File: src/rtl/bid_pkg.sv
package bid_pkg;

  localparam int MIN_TIMEOUT_S_DEF = 15;
  localparam int MAX_TIMEOUT_S_DEF = 300;

  localparam int LEVEL_W   = 8;
  localparam int TIMEOUT_W = 12;
  localparam int NOW_W     = 32;
  localparam int CFG_IDX_W = 2;
  localparam int CFG_DAT_W = 12;
  localparam int MS_PER_S  = 1000;
  localparam int FADE_STEP = 8;
  localparam int FADE_SH   = 3;

  localparam logic [LEVEL_W-1:0]   BRIGHTNESS_RST = 8'd255;
  localparam logic [TIMEOUT_W-1:0] TIMEOUT_RST    = 12'd15;
  localparam logic                 DISABLED_RST   = 1'b0;

  localparam logic [CFG_IDX_W-1:0] CFG_BRIGHTNESS = 2'd0;
  localparam logic [CFG_IDX_W-1:0] CFG_TIMEOUT    = 2'd1;
  localparam logic [CFG_IDX_W-1:0] CFG_DISABLED   = 2'd2;

  localparam logic [2:0] OP_LOOP     = 3'd0;
  localparam logic [2:0] OP_ACTIVITY = 3'd1;
  localparam logic [2:0] OP_STANDBY  = 3'd2;
  localparam logic [2:0] OP_WAKEUP   = 3'd3;
  localparam logic [2:0] OP_SILENT   = 3'd4;

  typedef enum logic [1:0] {
    MODE_AWAKE   = 2'd0,
    MODE_SILENT  = 2'd1,
    MODE_STANDBY = 2'd2
  } bid_mode_t;

  typedef struct packed {
    logic [2:0]       op;
    logic [NOW_W-1:0] now_ms;
  } bid_in_t;

  typedef struct packed {
    logic [LEVEL_W-1:0] backlight_level;
    logic [LEVEL_W-1:0] target_level;
    logic [1:0]         power_mode;
  } bid_out_t;

  typedef struct packed {
    logic [LEVEL_W-1:0] brightness;
    logic               disabled;
  } bid_cfg_t;

endpackage

File: src/rtl/backlight_inactivity_dimmer_core.sv
// Backlight inactivity dimmer. Each item (an event code and a millisecond
// timestamp) updates the backlight level, its target and the power mode, and
// yields one result item with the state after the event. The block takes one
// item every cycle while its result items are taken. An accepted item is
// loaded into the input register; the state update then loads the result
// register, which offers the result item until it is taken. While a result
// item waits, one more item can be held in the input register before the
// input stops being ready. Configuration writes are registered and apply to
// the items processed after them, including the derived timeout and
// fade-start times that are worked out when a register is written.
module backlight_inactivity_dimmer_core import bid_pkg::*; #(
  parameter int MIN_TIMEOUT_S = MIN_TIMEOUT_S_DEF,
  parameter int MAX_TIMEOUT_S = MAX_TIMEOUT_S_DEF
) (
  input  logic                 clk,
  input  logic                 rst_n,
  input  logic                 in_valid,
  output logic                 in_ready,
  input  bid_in_t              in_data,
  output logic                 out_valid,
  input  logic                 out_ready,
  output bid_out_t             out_data,
  input  logic                 cfg_we,
  input  logic [CFG_IDX_W-1:0] cfg_index,
  input  logic [CFG_DAT_W-1:0] cfg_wdata
);

  localparam int TOP_S  = (MIN_TIMEOUT_S > MAX_TIMEOUT_S) ? MIN_TIMEOUT_S : MAX_TIMEOUT_S;
  localparam int TMS_RAW = $clog2(TOP_S * MS_PER_S + 1);
  localparam int TMS_W  = (TMS_RAW > FADE_SH + LEVEL_W) ? TMS_RAW : (FADE_SH + LEVEL_W);

  logic     s1_valid_r, s1_valid_nxt;
  bid_in_t  s1_item_r;
  logic     out_valid_r, out_valid_nxt;
  bid_out_t out_item_r;
  logic     fire;
  logic     take;

  bid_cfg_t         cfg;
  logic [TMS_W-1:0] t_ms;
  logic [TMS_W-1:0] fade_start;
  bid_out_t         result;

  bid_cfg #(
    .MIN_TIMEOUT_S(MIN_TIMEOUT_S),
    .MAX_TIMEOUT_S(MAX_TIMEOUT_S),
    .TMS_W        (TMS_W)
  ) u_cfg (
    .clk       (clk),
    .rst_n     (rst_n),
    .cfg_we    (cfg_we),
    .cfg_index (cfg_index),
    .cfg_wdata (cfg_wdata),
    .cfg       (cfg),
    .t_ms      (t_ms),
    .fade_start(fade_start)
  );

  bid_engine #(
    .TMS_W(TMS_W)
  ) u_engine (
    .clk       (clk),
    .rst_n     (rst_n),
    .fire      (fire),
    .item      (s1_item_r),
    .cfg       (cfg),
    .t_ms      (t_ms),
    .fade_start(fade_start),
    .result    (result)
  );

  assign fire     = s1_valid_r && (!out_valid_r || out_ready);
  assign in_ready = !s1_valid_r || fire;
  assign take     = in_valid && in_ready;

  always_comb begin
    if (take) begin
      s1_valid_nxt = 1'b1;
    end else if (fire) begin
      s1_valid_nxt = 1'b0;
    end else begin
      s1_valid_nxt = s1_valid_r;
    end
    if (fire) begin
      out_valid_nxt = 1'b1;
    end else if (out_ready) begin
      out_valid_nxt = 1'b0;
    end else begin
      out_valid_nxt = out_valid_r;
    end
  end

  always_ff @(posedge clk) begin
    if (!rst_n) begin
      s1_valid_r  <= 1'b0;
      out_valid_r <= 1'b0;
    end else begin
      s1_valid_r  <= s1_valid_nxt;
      out_valid_r <= out_valid_nxt;
    end
  end

  always_ff @(posedge clk) begin
    if (take) begin
      s1_item_r <= in_data;
    end
    if (fire) begin
      out_item_r <= result;
    end
  end

  assign out_valid = out_valid_r;
  assign out_data  = out_item_r;

endmodule

File: src/rtl/bid_cfg.sv
module bid_cfg import bid_pkg::*; #(
  parameter int MIN_TIMEOUT_S = MIN_TIMEOUT_S_DEF,
  parameter int MAX_TIMEOUT_S = MAX_TIMEOUT_S_DEF,
  parameter int TMS_W         = 22
) (
  input  logic                 clk,
  input  logic                 rst_n,
  input  logic                 cfg_we,
  input  logic [CFG_IDX_W-1:0] cfg_index,
  input  logic [CFG_DAT_W-1:0] cfg_wdata,
  output bid_cfg_t             cfg,
  output logic [TMS_W-1:0]     t_ms,
  output logic [TMS_W-1:0]     fade_start
);

  localparam int RST_TO_S = (int'(TIMEOUT_RST) < MIN_TIMEOUT_S) ? MIN_TIMEOUT_S :
                            ((int'(TIMEOUT_RST) > MAX_TIMEOUT_S) ? MAX_TIMEOUT_S :
                             int'(TIMEOUT_RST));
  localparam int RST_TMS  = RST_TO_S * MS_PER_S;
  localparam int RST_WIN  = int'(BRIGHTNESS_RST) * FADE_STEP;
  localparam int RST_ST   = (RST_TMS > RST_WIN) ? (RST_TMS - RST_WIN) : 0;

  logic [LEVEL_W-1:0] brightness_r, brightness_nxt;
  logic               disabled_r, disabled_nxt;
  logic [TMS_W-1:0]   t_ms_r, t_ms_nxt;
  logic [TMS_W-1:0]   start_r, start_nxt;
  logic [TIMEOUT_W-1:0] clamped;

  function automatic logic [TMS_W-1:0] start_of(input logic [TMS_W-1:0] tms,
                                                input logic [LEVEL_W-1:0] bri);
    logic [TMS_W-1:0] win;
    win = TMS_W'({bri, FADE_SH'(0)});
    return (tms > win) ? (tms - win) : '0;
  endfunction

  always_comb begin
    if (cfg_wdata[TIMEOUT_W-1:0] < TIMEOUT_W'(MIN_TIMEOUT_S)) begin
      clamped = TIMEOUT_W'(MIN_TIMEOUT_S);
    end else if (cfg_wdata[TIMEOUT_W-1:0] > TIMEOUT_W'(MAX_TIMEOUT_S)) begin
      clamped = TIMEOUT_W'(MAX_TIMEOUT_S);
    end else begin
      clamped = cfg_wdata[TIMEOUT_W-1:0];
    end
  end

  always_comb begin
    brightness_nxt = brightness_r;
    disabled_nxt   = disabled_r;
    t_ms_nxt       = t_ms_r;
    start_nxt      = start_r;
    if (cfg_we) begin
      unique case (cfg_index)
        CFG_BRIGHTNESS: begin
          brightness_nxt = cfg_wdata[LEVEL_W-1:0];
          start_nxt      = start_of(t_ms_r, cfg_wdata[LEVEL_W-1:0]);
        end
        CFG_TIMEOUT: begin
          t_ms_nxt  = TMS_W'(clamped) * TMS_W'(MS_PER_S);
          start_nxt = start_of(TMS_W'(clamped) * TMS_W'(MS_PER_S), brightness_r);
        end
        CFG_DISABLED: begin
          disabled_nxt = cfg_wdata[0];
        end
        default: begin
        end
      endcase
    end
  end

  always_ff @(posedge clk) begin
    if (!rst_n) begin
      brightness_r <= BRIGHTNESS_RST;
      disabled_r   <= DISABLED_RST;
      t_ms_r       <= TMS_W'(RST_TMS);
      start_r      <= TMS_W'(RST_ST);
    end else begin
      brightness_r <= brightness_nxt;
      disabled_r   <= disabled_nxt;
      t_ms_r       <= t_ms_nxt;
      start_r      <= start_nxt;
    end
  end

  assign cfg.brightness = brightness_r;
  assign cfg.disabled   = disabled_r;
  assign t_ms           = t_ms_r;
  assign fade_start     = start_r;

endmodule

File: src/rtl/bid_engine.sv
module bid_engine import bid_pkg::*; #(
  parameter int TMS_W = 22
) (
  input  logic             clk,
  input  logic             rst_n,
  input  logic             fire,
  input  bid_in_t          item,
  input  bid_cfg_t         cfg,
  input  logic [TMS_W-1:0] t_ms,
  input  logic [TMS_W-1:0] fade_start,
  output bid_out_t         result
);

  logic [LEVEL_W-1:0] level_r, level_nxt;
  logic [LEVEL_W-1:0] goal_r, goal_nxt;
  logic [NOW_W-1:0]   last_r, last_nxt;
  bid_mode_t          mode_r, mode_nxt;

  logic [NOW_W-1:0]   inactive;
  logic [TMS_W-1:0]   remain;
  logic [LEVEL_W-1:0] goal_calc;
  logic [LEVEL_W-1:0] level_ramp;

  assign inactive = item.now_ms - last_r;
  assign remain   = t_ms - inactive[TMS_W-1:0];

  always_comb begin
    if (cfg.disabled) begin
      goal_calc = cfg.brightness;
    end else if (inactive >= NOW_W'(t_ms)) begin
      goal_calc = '0;
    end else if (inactive > NOW_W'(fade_start)) begin
      goal_calc = remain[FADE_SH +: LEVEL_W];
    end else begin
      goal_calc = cfg.brightness;
    end
  end

  always_comb begin
    if (level_r < goal_r) begin
      level_ramp = level_r + LEVEL_W'(1);
    end else if (level_r > goal_r) begin
      level_ramp = level_r - LEVEL_W'(1);
    end else begin
      level_ramp = level_r;
    end
  end

  always_comb begin
    level_nxt = level_r;
    goal_nxt  = goal_r;
    last_nxt  = last_r;
    mode_nxt  = mode_r;
    unique case (item.op)
      OP_LOOP: begin
        if (mode_r == MODE_AWAKE) begin
          level_nxt = level_ramp;
          goal_nxt  = goal_calc;
        end
      end
      OP_ACTIVITY: begin
        last_nxt = item.now_ms;
      end
      OP_STANDBY: begin
        level_nxt = '0;
        goal_nxt  = '0;
        mode_nxt  = MODE_STANDBY;
      end
      OP_WAKEUP: begin
        last_nxt  = item.now_ms;
        level_nxt = '0;
        goal_nxt  = cfg.brightness;
        mode_nxt  = MODE_AWAKE;
      end
      OP_SILENT: begin
        last_nxt  = item.now_ms;
        level_nxt = '0;
        goal_nxt  = '0;
        mode_nxt  = MODE_SILENT;
      end
      default: begin
      end
    endcase
  end

  always_ff @(posedge clk) begin
    if (!rst_n) begin
      level_r <= '0;
      goal_r  <= '0;
      last_r  <= '0;
      mode_r  <= MODE_AWAKE;
    end else if (fire) begin
      level_r <= level_nxt;
      goal_r  <= goal_nxt;
      last_r  <= last_nxt;
      mode_r  <= mode_nxt;
    end
  end

  assign result.backlight_level = level_nxt;
  assign result.target_level    = goal_nxt;
  assign result.power_mode      = mode_nxt;

endmodule

File: config.mk
export PLATFORM = sky130hd
export DESIGN_NAME = backlight_inactivity_dimmer_core
export DESIGN_NICKNAME = d
export VERILOG_FILES = /design/src/rtl/bid_pkg.sv /design/src/rtl/backlight_inactivity_dimmer_core.sv /design/src/rtl/bid_cfg.sv /design/src/rtl/bid_engine.sv
export SDC_FILE = /design/constraint.sdc
export NUM_CORES = 1
export LEC_CHECK = 0
export ABC_AREA = 1
export BUFFER_PORTS_ARGS = -buffer_cell sky130_fd_sc_hd__buf_2
export CORE_MARGIN = 1.5
export CORE_UTILIZATION = 55
export CTS_CLUSTER_DIAMETER = 40
export DETAILED_ROUTE_END_ITERATION = 8
export GPL_ROUTABILITY_DRIVEN = 0
export PLACE_DENSITY_LB_ADDON = 0.08
export SLEW_MARGIN = 30
export SYNTH_ARGS = -nofsm -noshare
export SYNTH_HDL_FRONTEND = slang
export SYNTH_SLANG_ARGS = --single-unit
File: constraint.sdc
create_clock -name clk -period 11.9 [get_ports clk]
set_clock_uncertainty 0.2 [all_clocks]
set_input_delay 1.19 -clock clk [delete_from_list [all_inputs] [get_ports clk]]
set_output_delay 1.19 -clock clk [all_outputs]
set_load 0.01 [all_outputs]
# == Yosys cells after proc, flatten, opt, wreduce, memory -nomap -nowiden ==
# Index checks and enable logic that the tools add are counted.
# totals
out_inout_bits,20
elab_cells,75
ram_bits,0
rom_bits,0
memories,0
in_bits,54
latch_bits,0
regBits,149
# classes
bitwise,0
n_addsub,6
reduce_logical,20
eq_ne,6
n_shift,0
n_lt_le_gt_ge,8
multipliers,1
muxes,19
n_div,0
# op_table
cell,count
8-bit two-way mux,7
19-bit by 11-bit greater-than comparator with 1-bit output,2
19-bit two-way mux,2
19-bit one-hot mux with 2 select lines,1
19-bit by 11-bit subtractor with 19-bit output,2
32-bit by 19-bit greater-or-equal comparator with 1-bit output,1
32-bit by 19-bit greater-than comparator with 1-bit output,1
32-bit subtractor,1
12-bit two-way mux,2
8-bit one-hot mux with 3 select lines,1
12-bit by 7-bit multiplier with 16-bit output (second input constant),1
8-bit one-hot mux with 2 select lines,1
12-bit by 9-bit greater-than comparator with 1-bit output (second input constant),1
12-bit by 4-bit < comparator with 1-bit output (second input constant),1
11-bit subtractor,1
2-bit AND reduction,5
8-bit by 1-bit adder with 8-bit output (second input constant),1
8-bit greater-than comparator,1
8-bit < comparator,1
8-bit by 1-bit subtractor with 8-bit output (second input constant),1
3-bit by 2-bit == test with 1-bit output (second input constant),2
2-bit one-hot mux with 3 select lines,1
2-bit nonzero test,3
3-bit OR reduction,2
11 further kinds,18

# == Depth between registers and ports, before layout ==
# Gate-level depths: netlist of the first run.
# logic_depth
depth_word,7
mapped_depth,34
mapped_depth_nobuf,34

# == Hierarchy ==
# From an unflattened synthesis of the first run, not the netlist that was laid out.
# hier_totals
hier_cells,2010
hier_area_um2,13583.0
# modules_own_cells
module,n_inst,seq_area_each_um2,area_per_inst_um2,cells_per_inst
bid_engine,1,1001.0,6929.1,1219
bid_cfg,1,820.8,4967.3,725
backlight_inactivity_dimmer_core,1,1631.6,1686.6,66

# == Worst setup path before layout of the first run ==
# Ideal clock, no wire load.
# synth_path
kind,input port to flip-flop
start,input port cfg_wdata[9]
end,register u_cfg.start_r[18] (netlist: u_cfg.fade_start[18])
n_path_buf,0
required_ps,11585
setup_slack_ps,4855
t_arrival_ps,6731
cell_stages,28
setup_time_ps,115
cell_sequence,nor3_1 -> nand2_1 -> nor3_1 -> a21oi_1 -> nor2_1 -> nor2_1 -> ha_1 -> fa_1 -> inv_1 -> fa_1 -> fa_1 -> inv_1 -> ha_1 -> nand2_1 -> o21ai_1 -> xor2_1 -> inv_1 -> ha_1 -> nand2_1 -> o21ai_0 -> a211oi_1 -> o21bai_1 -> nand4_1 -> nand2_2 -> inv_2 -> nand2_1 -> nor2_1 -> o21a_1
# synth_via
elab_chain_cells,7
word_cells_on_any_way,9
classes_between,1 x add/sub; 1 x mul; 3 x order compare; 4 x mux
# synth_lines
item,line_no,text
start: declaration,backlight_inactivity_dimmer_core.sv:25,input logic [CFG_DAT_W-1:0] cfg_wdata
12-bit by 9-bit greater-than comparator with 1-bit output,bid_cfg.sv:39,end else if (cfg_wdata[TIMEOUT_W-1:0] > TIMEOUT_W'(MAX_TIMEOUT_S)) begin
12-bit two-way mux,bid_cfg.sv:39,
12-bit two-way mux *,bid_cfg.sv:37,if (cfg_wdata[TIMEOUT_W-1:0] < TIMEOUT_W'(MIN_TIMEOUT_S)) begin
12-bit by 7-bit multiplier with 16-bit output *,bid_cfg.sv:59,"start_nxt = start_of(TMS_W'(clamped) * TMS_W'(MS_PER_S), brightness_r);"
19-bit by 11-bit subtractor with 19-bit output or 19-bit by 11-bit greater-than comparator with 1-bit output (tied branches),bid_cfg.sv:33,return (tms > win) ? (tms - win) : '0;
19-bit two-way mux *,bid_cfg.sv:33,
19-bit one-hot mux with 2 select lines *,bid_cfg.sv:52,unique case (cfg_index)
end signal: assignment,bid_cfg.sv:75,start_r <= TMS_W'(RST_ST);
end signal: assignment,bid_cfg.sv:80,start_r <= start_nxt;
end: declaration,bid_cfg.sv:26,"logic [TMS_W-1:0] start_r, start_nxt;"
# Mark *: on every way between the ends. The rest lies on a longest branch, timed or not.
# A chain may end at the register's enable or synchronous reset.

# == Worst setup path after layout of the first run ==
# Same ends and word-level chain as after synthesis.

==> run_results.csv, run 1 <==
group,metric,value,unit
outcome,outcome,"finished, final reports clean",
synthesis,synth-seq-area-share,0.274,
worst_setup_path,critPathMaxFanout,9,
sta,report.final.setup_viol,0,
synthesis,synthCells,1808,
synthesis,synth_edf_count,53,
power,total_power,1900,uW
synthesis,synthSimpleGateAreaFrac,0.240,
sta,tightest_slew,0.896,ns
floorplan,rows,55,
placement,port_buffers,73,
cts,cts_tree,"done",
cells_and_area,layout-drive-gt1-share,0.0831,
synthesis,synth.cell_area,12600,um^2
power,ir_worst_vdd,0.0982,mV
sta,fin_crit_sh,0.634,
synthesis,ys_warn_count,0,
synthesis,synth-main-ff-cell,"dfxtp_1",
placement,dpl.cell_count,2154,
synthesis,synth_cell_types,47,
cts,htree_levels,4,
worst_setup_path,crit_required,12.02,ns
floorplan,coreArea,22600,um^2
worst_setup_path,cp.arrival,7.67,ns
cts,cts.path.max_buffers,2,
cts,cts.sinks,146,
cts,clock_latency,0.44,ns
worst_setup_path,timing.critical_path.slowest_cell_delay,0.52,ns
sta,setup_tns,0,ns
floorplan,fp.dieH,154,um
cts,clk_pin_slew,0.06,ns
synthesis,synthMuxAreaShare,0,
cells_and_area,fin_cells,2186,
detailed_routing,route.detailed.drc,0,
detailed_routing,num_vias,11400,
global_route,antenna_found_initial,0,
worst_setup_path,crit_type,"input pin to flop",
synthesis,synth_top_family_by_area,"simple AND/OR/NAND/NOR gates",
synthesis,avgSynthCellArea,6.97,um^2
cts,cts_setup_buffers,0,
sta,hold_ws,0.257,ns
cts,cts-buffers-inserted,17,
detailed_routing,wl,30400,um
power,power_leakage,0.00717,uW
floorplan,die_area,23800,um^2
worst_setup_path,crit_path_start_kind,"input pin",
synthesis,synth_xor_area_frac,0.0409,
sta,drv_slew,0,
power,p_per_area,137,nW/um^2
sta,hold_viol_final,0,
placement,dp_hpwl,24000,um
job,max_cap_viol_count,0,
global_route,grt_pass1_vias,10700,
synthesis,synth_compound_area_frac,0.131,
worst_setup_path,critPathMostFrequentCell,"nand2_1",
global_route,overflow,0,
cells_and_area,nNetsFinal,2107,
detailed_routing,ant_nets,0,
detailed_routing,dr.pass1.iters,5,
synthesis,synthArstFlopShare,0,
floorplan,initial_utilization,0.558,
sta,rsz0062_at_grt,"false",
cts,ctsRootBufferMaster,"clkbuf_16",
global_route,grt.total_usage,0.267,
synthesis,synth_seq_cells,146,
cts,ctsHoldBuffers,0,
cells_and_area,diodes,0,
worst_setup_path,crit_slowest_cell,"a211oi_1",
sta,slew_headroom,0.401,
detailed_routing,vias_per_cell,5.21,
synthesis,synth-adder-area-share,0.186,
sta,fin_crit,7.54,ns
detailed_routing,first_iter_violations,690,
floorplan,io_pins,74,
cts,cts_resized,0,
sta,clock.fmax,133,MHz
global_route,grt_max_degree,63,
floorplan,die_w,154,um
worst_hold_path,holdCritPathClass,"flop to flop",
detailed_routing,wl_per_cell,13.9,um
worst_setup_path,endpoint_kind,"flop",
cells_and_area,layout-area-overhead-vs-synth,9.94,%
global_route,grt_pass1_wl,50900,um
-- final cells by class --
type | count | area, um^2
fillers | 2186 | 8720
flip-flops and latches | 146 | 3450
clock inverters | 12 | 93.8
clock buffers | 20 | 467
well taps | 285 | 357
multi-input cells | 1252 | 7600
inverters | 392 | 1470
repair buffers | 79 | 410
-- layout by cell type (no fill, tap or decap), drive strengths merged, types with 3 or more instances in the layout --
master,instances
nand2,449
inv,393
a21oi,148
ha,127
nor2,109
o21ai,101
nand3,97
dfxtp,93
buf,79
edfxtp,53
xor2,43
fa,38
nand4,22
clkbuf,20
nor3,20
xnor2,15
a31oi,12
conb,12
o211ai,11
or2,8
a211oi,7
o22ai,7
clkinv,7
a21o,5
and2,4
o21a,4
clkinvlp,4
o31ai,3
o21bai,3
-- critical path: cells and delay by family --
family | cells | cell delay, ns
adders and majority gates | 6 | 2.44
and+or+nand+nor | 11 | 2.06
AOI/OAI and AO/OA | 6 | 1.38
buffers and inverters | 5 | 0.37
xor gates and xnor gates | 1 | 0.22
-- cell usage after synthesis (2+ instances only) --
library cell,instances,share of area
nand4_1,22,0.011
nor2_2,6,0.0030
nor2_4,2,0.0018
clkbuf_1,22,0.0066
o21ai_0,99,0.039
o22ai_1,7,0.0035
nor3_4,2,0.0026
o21ai_1,2,0.00079
dfxtp_1,93,0.15
o21a_1,4,0.0024
xnor2_1,15,0.010
conb_1,2,0.00060
buf_2,4,0.0016
o31ai_1,3,0.0018
nand2_1,438,0.13
nand3b_1,2,0.0012
o211ai_1,11,0.0066
nor3_2,2,0.0016
nand3_2,3,0.0024
nor2_1,101,0.030
inv_2,7,0.0021
nand2_2,10,0.0050
clkinv_1,5,0.0015
fa_1,38,0.060
nor3_1,16,0.0064
a21oi_1,145,0.058
and2_1,4,0.0020
xor2_1,42,0.029
a31oi_1,12,0.0060
or2_2,8,0.0040
inv_1,380,0.11
o21bai_1,3,0.0018
edfxtp_1,53,0.13
nand3_1,94,0.037
ha_1,127,0.13
a21oi_2,3,0.0021
a211oi_1,7,0.0042
a21o_1,5,0.0030
-- cell families (layout without fill, tap and decap cells) --
family / after synthesis / count (layout)
simple gates: 713 / 713
other cells: 2 / 12
compound gates: 304 / 304
xor+xnor: 58 / 58
fa+ha+maj: 165 / 165
buf+inv: 420 / 503
flops: 146 / 146
-- registers in the layout, summed over array words and instances, names as in the netlist --
| register | count |
|---|---|
| out_data | 18 |
| out_valid | 1 |
| s1_item_r | 35 |
| s1_valid_r | 1 |
| u_cfg.brightness_r | 8 |
| u_cfg.disabled_r | 1 |
| u_cfg.fade_start | 16 |
| u_cfg.t_ms | 16 |
| u_engine.goal_r | 8 |
| u_engine.last_r | 32 |
| u_engine.level_r | 8 |
| u_engine.mode_r | 2 |
-- per-layer routing --
layer | routed length, um | global-route usage | vias up
met4 | 722 | 0.0948 | 0
met5 | 0 | 0 | -
met3 | 1530 | 0.0387 | 59
met2 | 13300 | 0.423 | 300
met1 | 14800 | 0.372 | 5125
li1 | - | - | 5896
-- final timing paths --
kind | endpoint | from | slack [ns] | depth (start not counted)
worst max-delay path | u_cfg.fade_start[18] | cfg_wdata[9] | 4.36 | 29
worst min-delay path | u_engine.last_r[11] | u_engine.last_r[11] | 0.26 | 2
worst max register to register | out_data[7] | s1_item_r[0] | 7.49 | 27
worst min register to register | u_engine.last_r[11] | u_engine.last_r[11] | 0.26 | 2
-- per-stage QoR --
step           utilization  area (um^2)  setup slack [ns]
6_report             0.614        13900              4.36
5_1_grt              0.614        13900              3.77
2_1_floorplan            -        12600              4.85
3_5_place_dp         0.589        13300              3.96
4_1_cts              0.613        13800              4.41
3_3_place_gp         0.589        13300              4.19
-- report_power, final --
part           switching, uW  leakage (uW)  internal [uW]
logic                    522       0.00563            293
registers               18.0       0.00128            551
clock network            227      0.000266            286
Power figures use the tool's default switching activity.
==> run 2, diff against run 1 <==
==> constraint.sdc (replaced) <==
create_clock -name clk -period 7 [get_ports clk]
set_clock_uncertainty 0.2 [all_clocks]
set_input_delay 0.7 -clock clk [delete_from_list [all_inputs] [get_ports clk]]
set_output_delay 0.7 -clock clk [all_outputs]
set_load 0.01 [all_outputs]
==> run 2 against run 1 <==
Effect of this change:
- die area did not move
- final area rose by 0.30%
- critical path depth rose by 1
- sequential power rose by 70%
- critical path type unchanged
- largest power group unchanged
==> run_results.csv, run 2 (synthesis results as in run 1) <==
group,metric,value,unit
outcome,outcome,"finished, final reports clean",
sta,fin_crit,6.44,ns
cts,ctsRootBufferMaster,"clkbuf_16",
placement,port_buffers,73,
sta,report.final.setup_viol,0,
detailed_routing,wl,30700,um
power,power_leakage,0.00720,uW
global_route,antenna_found_initial,0,
sta,setup_tns,0,ns
cts,clock_latency,0.43,ns
power,p_per_area,234,nW/um^2
worst_setup_path,cp.arrival,6.56,ns
cells_and_area,post-route-util,0.616,
power,p_int,1950,uW
cells_and_area,layout-area-overhead-vs-synth,10.3,%
power,switchingPower,1300,uW
cts,clk_pin_slew,0.07,ns
cells_and_area,mostFrequentLayoutCells,"437 x nand2_1, 380 x inv_1, 145 x a21oi_1",
sta,slew_headroom,0.407,
worst_setup_path,endpoint_kind,"flop",
worst_setup_path,crit_path_start_kind,"input pin",
cts,cts-buffers-inserted,17,
sta,hold_viol_final,0,
cts,cts_resized,0,
cts,cts_setup_buffers,0,
job,max_cap_viol_count,0,
cells_and_area,design_area,13900,um^2
worst_setup_path,crit_type,"input pin to flop",
global_route,overflow,0,
cts,htree_levels,4,
power,netSwitchingFraction,0.400,
sta,fin_crit_sh,0.921,
placement,dpl_cell_area,13300,um^2
floorplan,coreArea,22600,um^2
global_route,grt.total_usage,0.266,
power,ir_worst_vdd,0.154,mV
detailed_routing,route.detailed.drc,0,
cts,cts.sinks,146,
cells_and_area,diodes,0,
worst_hold_path,holdCritPathClass,"input pin to flop",
power,p_seq_frac,0.298,
floorplan,fp.dieH,154,um
detailed_routing,num_vias,11400,
global_route,grt_pass1_vias,10500,
floorplan,die_w,154,um
floorplan,io_pins,74,
detailed_routing,vias_per_cell,5.20,
worst_setup_path,critPathMostFrequentCell,"inv_1",
cells_and_area,regMostFlops,"s1_item_r",
worst_setup_path,crit_slowest_cell,"fa_1",
power,pwr-share-clk,0.269,
floorplan,rows,55,
cells_and_area,final_common_cell,"nand2_1",
sta,drv_slew,0,
cts,ctsHoldBuffers,0,
placement,dp_hpwl,24400,um
floorplan,initial_utilization,0.558,
detailed_routing,first_iter_violations,757,
floorplan,die_area,23800,um^2
detailed_routing,wl_per_cell,14.0,um
worst_setup_path,timing.critical_path.slowest_cell_delay,0.55,ns
cells_and_area,nNetsFinal,2113,
power,pwr-share-comb,0.433,
global_route,grt_max_degree,63,
worst_setup_path,crit_required,7.11,ns
sta,tightest_slew,0.887,ns
cells_and_area,layout-drive-gt1-share,0.0855,
sta,clock.fmax,155,MHz
cells_and_area,largest_reg_flops,35,
detailed_routing,ant_nets,0,
sta,rsz0062_at_grt,"false",
cts,cts_tree,"done",
cts,cts.path.max_buffers,2,
detailed_routing,dr.pass1.iters,6,
global_route,grt_pass1_wl,51000,um
worst_setup_path,critPathMaxFanout,9,
==> run 2: area by class of cell <==
class	count	area, um^2
clock buffers	20	447
clock inverters	11	105
fillers	2133	8680
inverters	392	1470
multi-input cells	1252	7610
flip-flops and latches	146	3450
well taps	285	357
repair buffers	85	455
==> run 2: critical path: cells and delay by family <==
| kind | cells | cell delay [ns] |
|---|---|---|
| simple gates | 10 | 1.44 |
| buf+inv | 9 | 0.82 |
| xor+xnor | 1 | 0.19 |
| fa+ha+maj | 6 | 2.68 |
| compound gates | 4 | 0.73 |
==> run 2: path summary, 6_finish.rpt <==
path	from	end	slack (ns)	depth (start not counted)
hold / removal	in_data[16]	s1_item_r[16]	0.24	1
hold reg to reg	u_engine.last_r[11]	u_engine.last_r[11]	0.26	2
setup / recovery	cfg_wdata[9]	u_cfg.fade_start[18]	0.56	30
setup reg to reg	s1_item_r[0]	out_data[4]	2.57	27
==> run 2: per-layer routing <==
layer	wire length, um	track usage	vias up
met5	0	0	-
met3	1700	0.0350	35
met1	14700	0.376	5162
li1	-	-	5911
met4	486	0.0659	0
met2	13800	0.432	296
==> run 2: metrics by stage <==
stage	std cells	setup slack, ns	power [uW]	hold slack [ns]
floorplan	1818	0.445	2020	0.233
global placement	2160	0.295	2350	0.243
detailed placement	2160	0.0811	2370	0.251
CTS	2191	0.495	3250	0.226
global route	2191	0.0343	3490	0.226
finish	2191	0.556	3250	0.240
==> run 2: power by group through the flow <==
stage	sequential (uW)	clock (uW)	combinational, uW
after floorplan	979	0	1040
after global placement	985	0	1370
after detailed placement	986	0	1380
after CTS	968	889	1390
after global routing	973	922	1590
final	968	874	1410
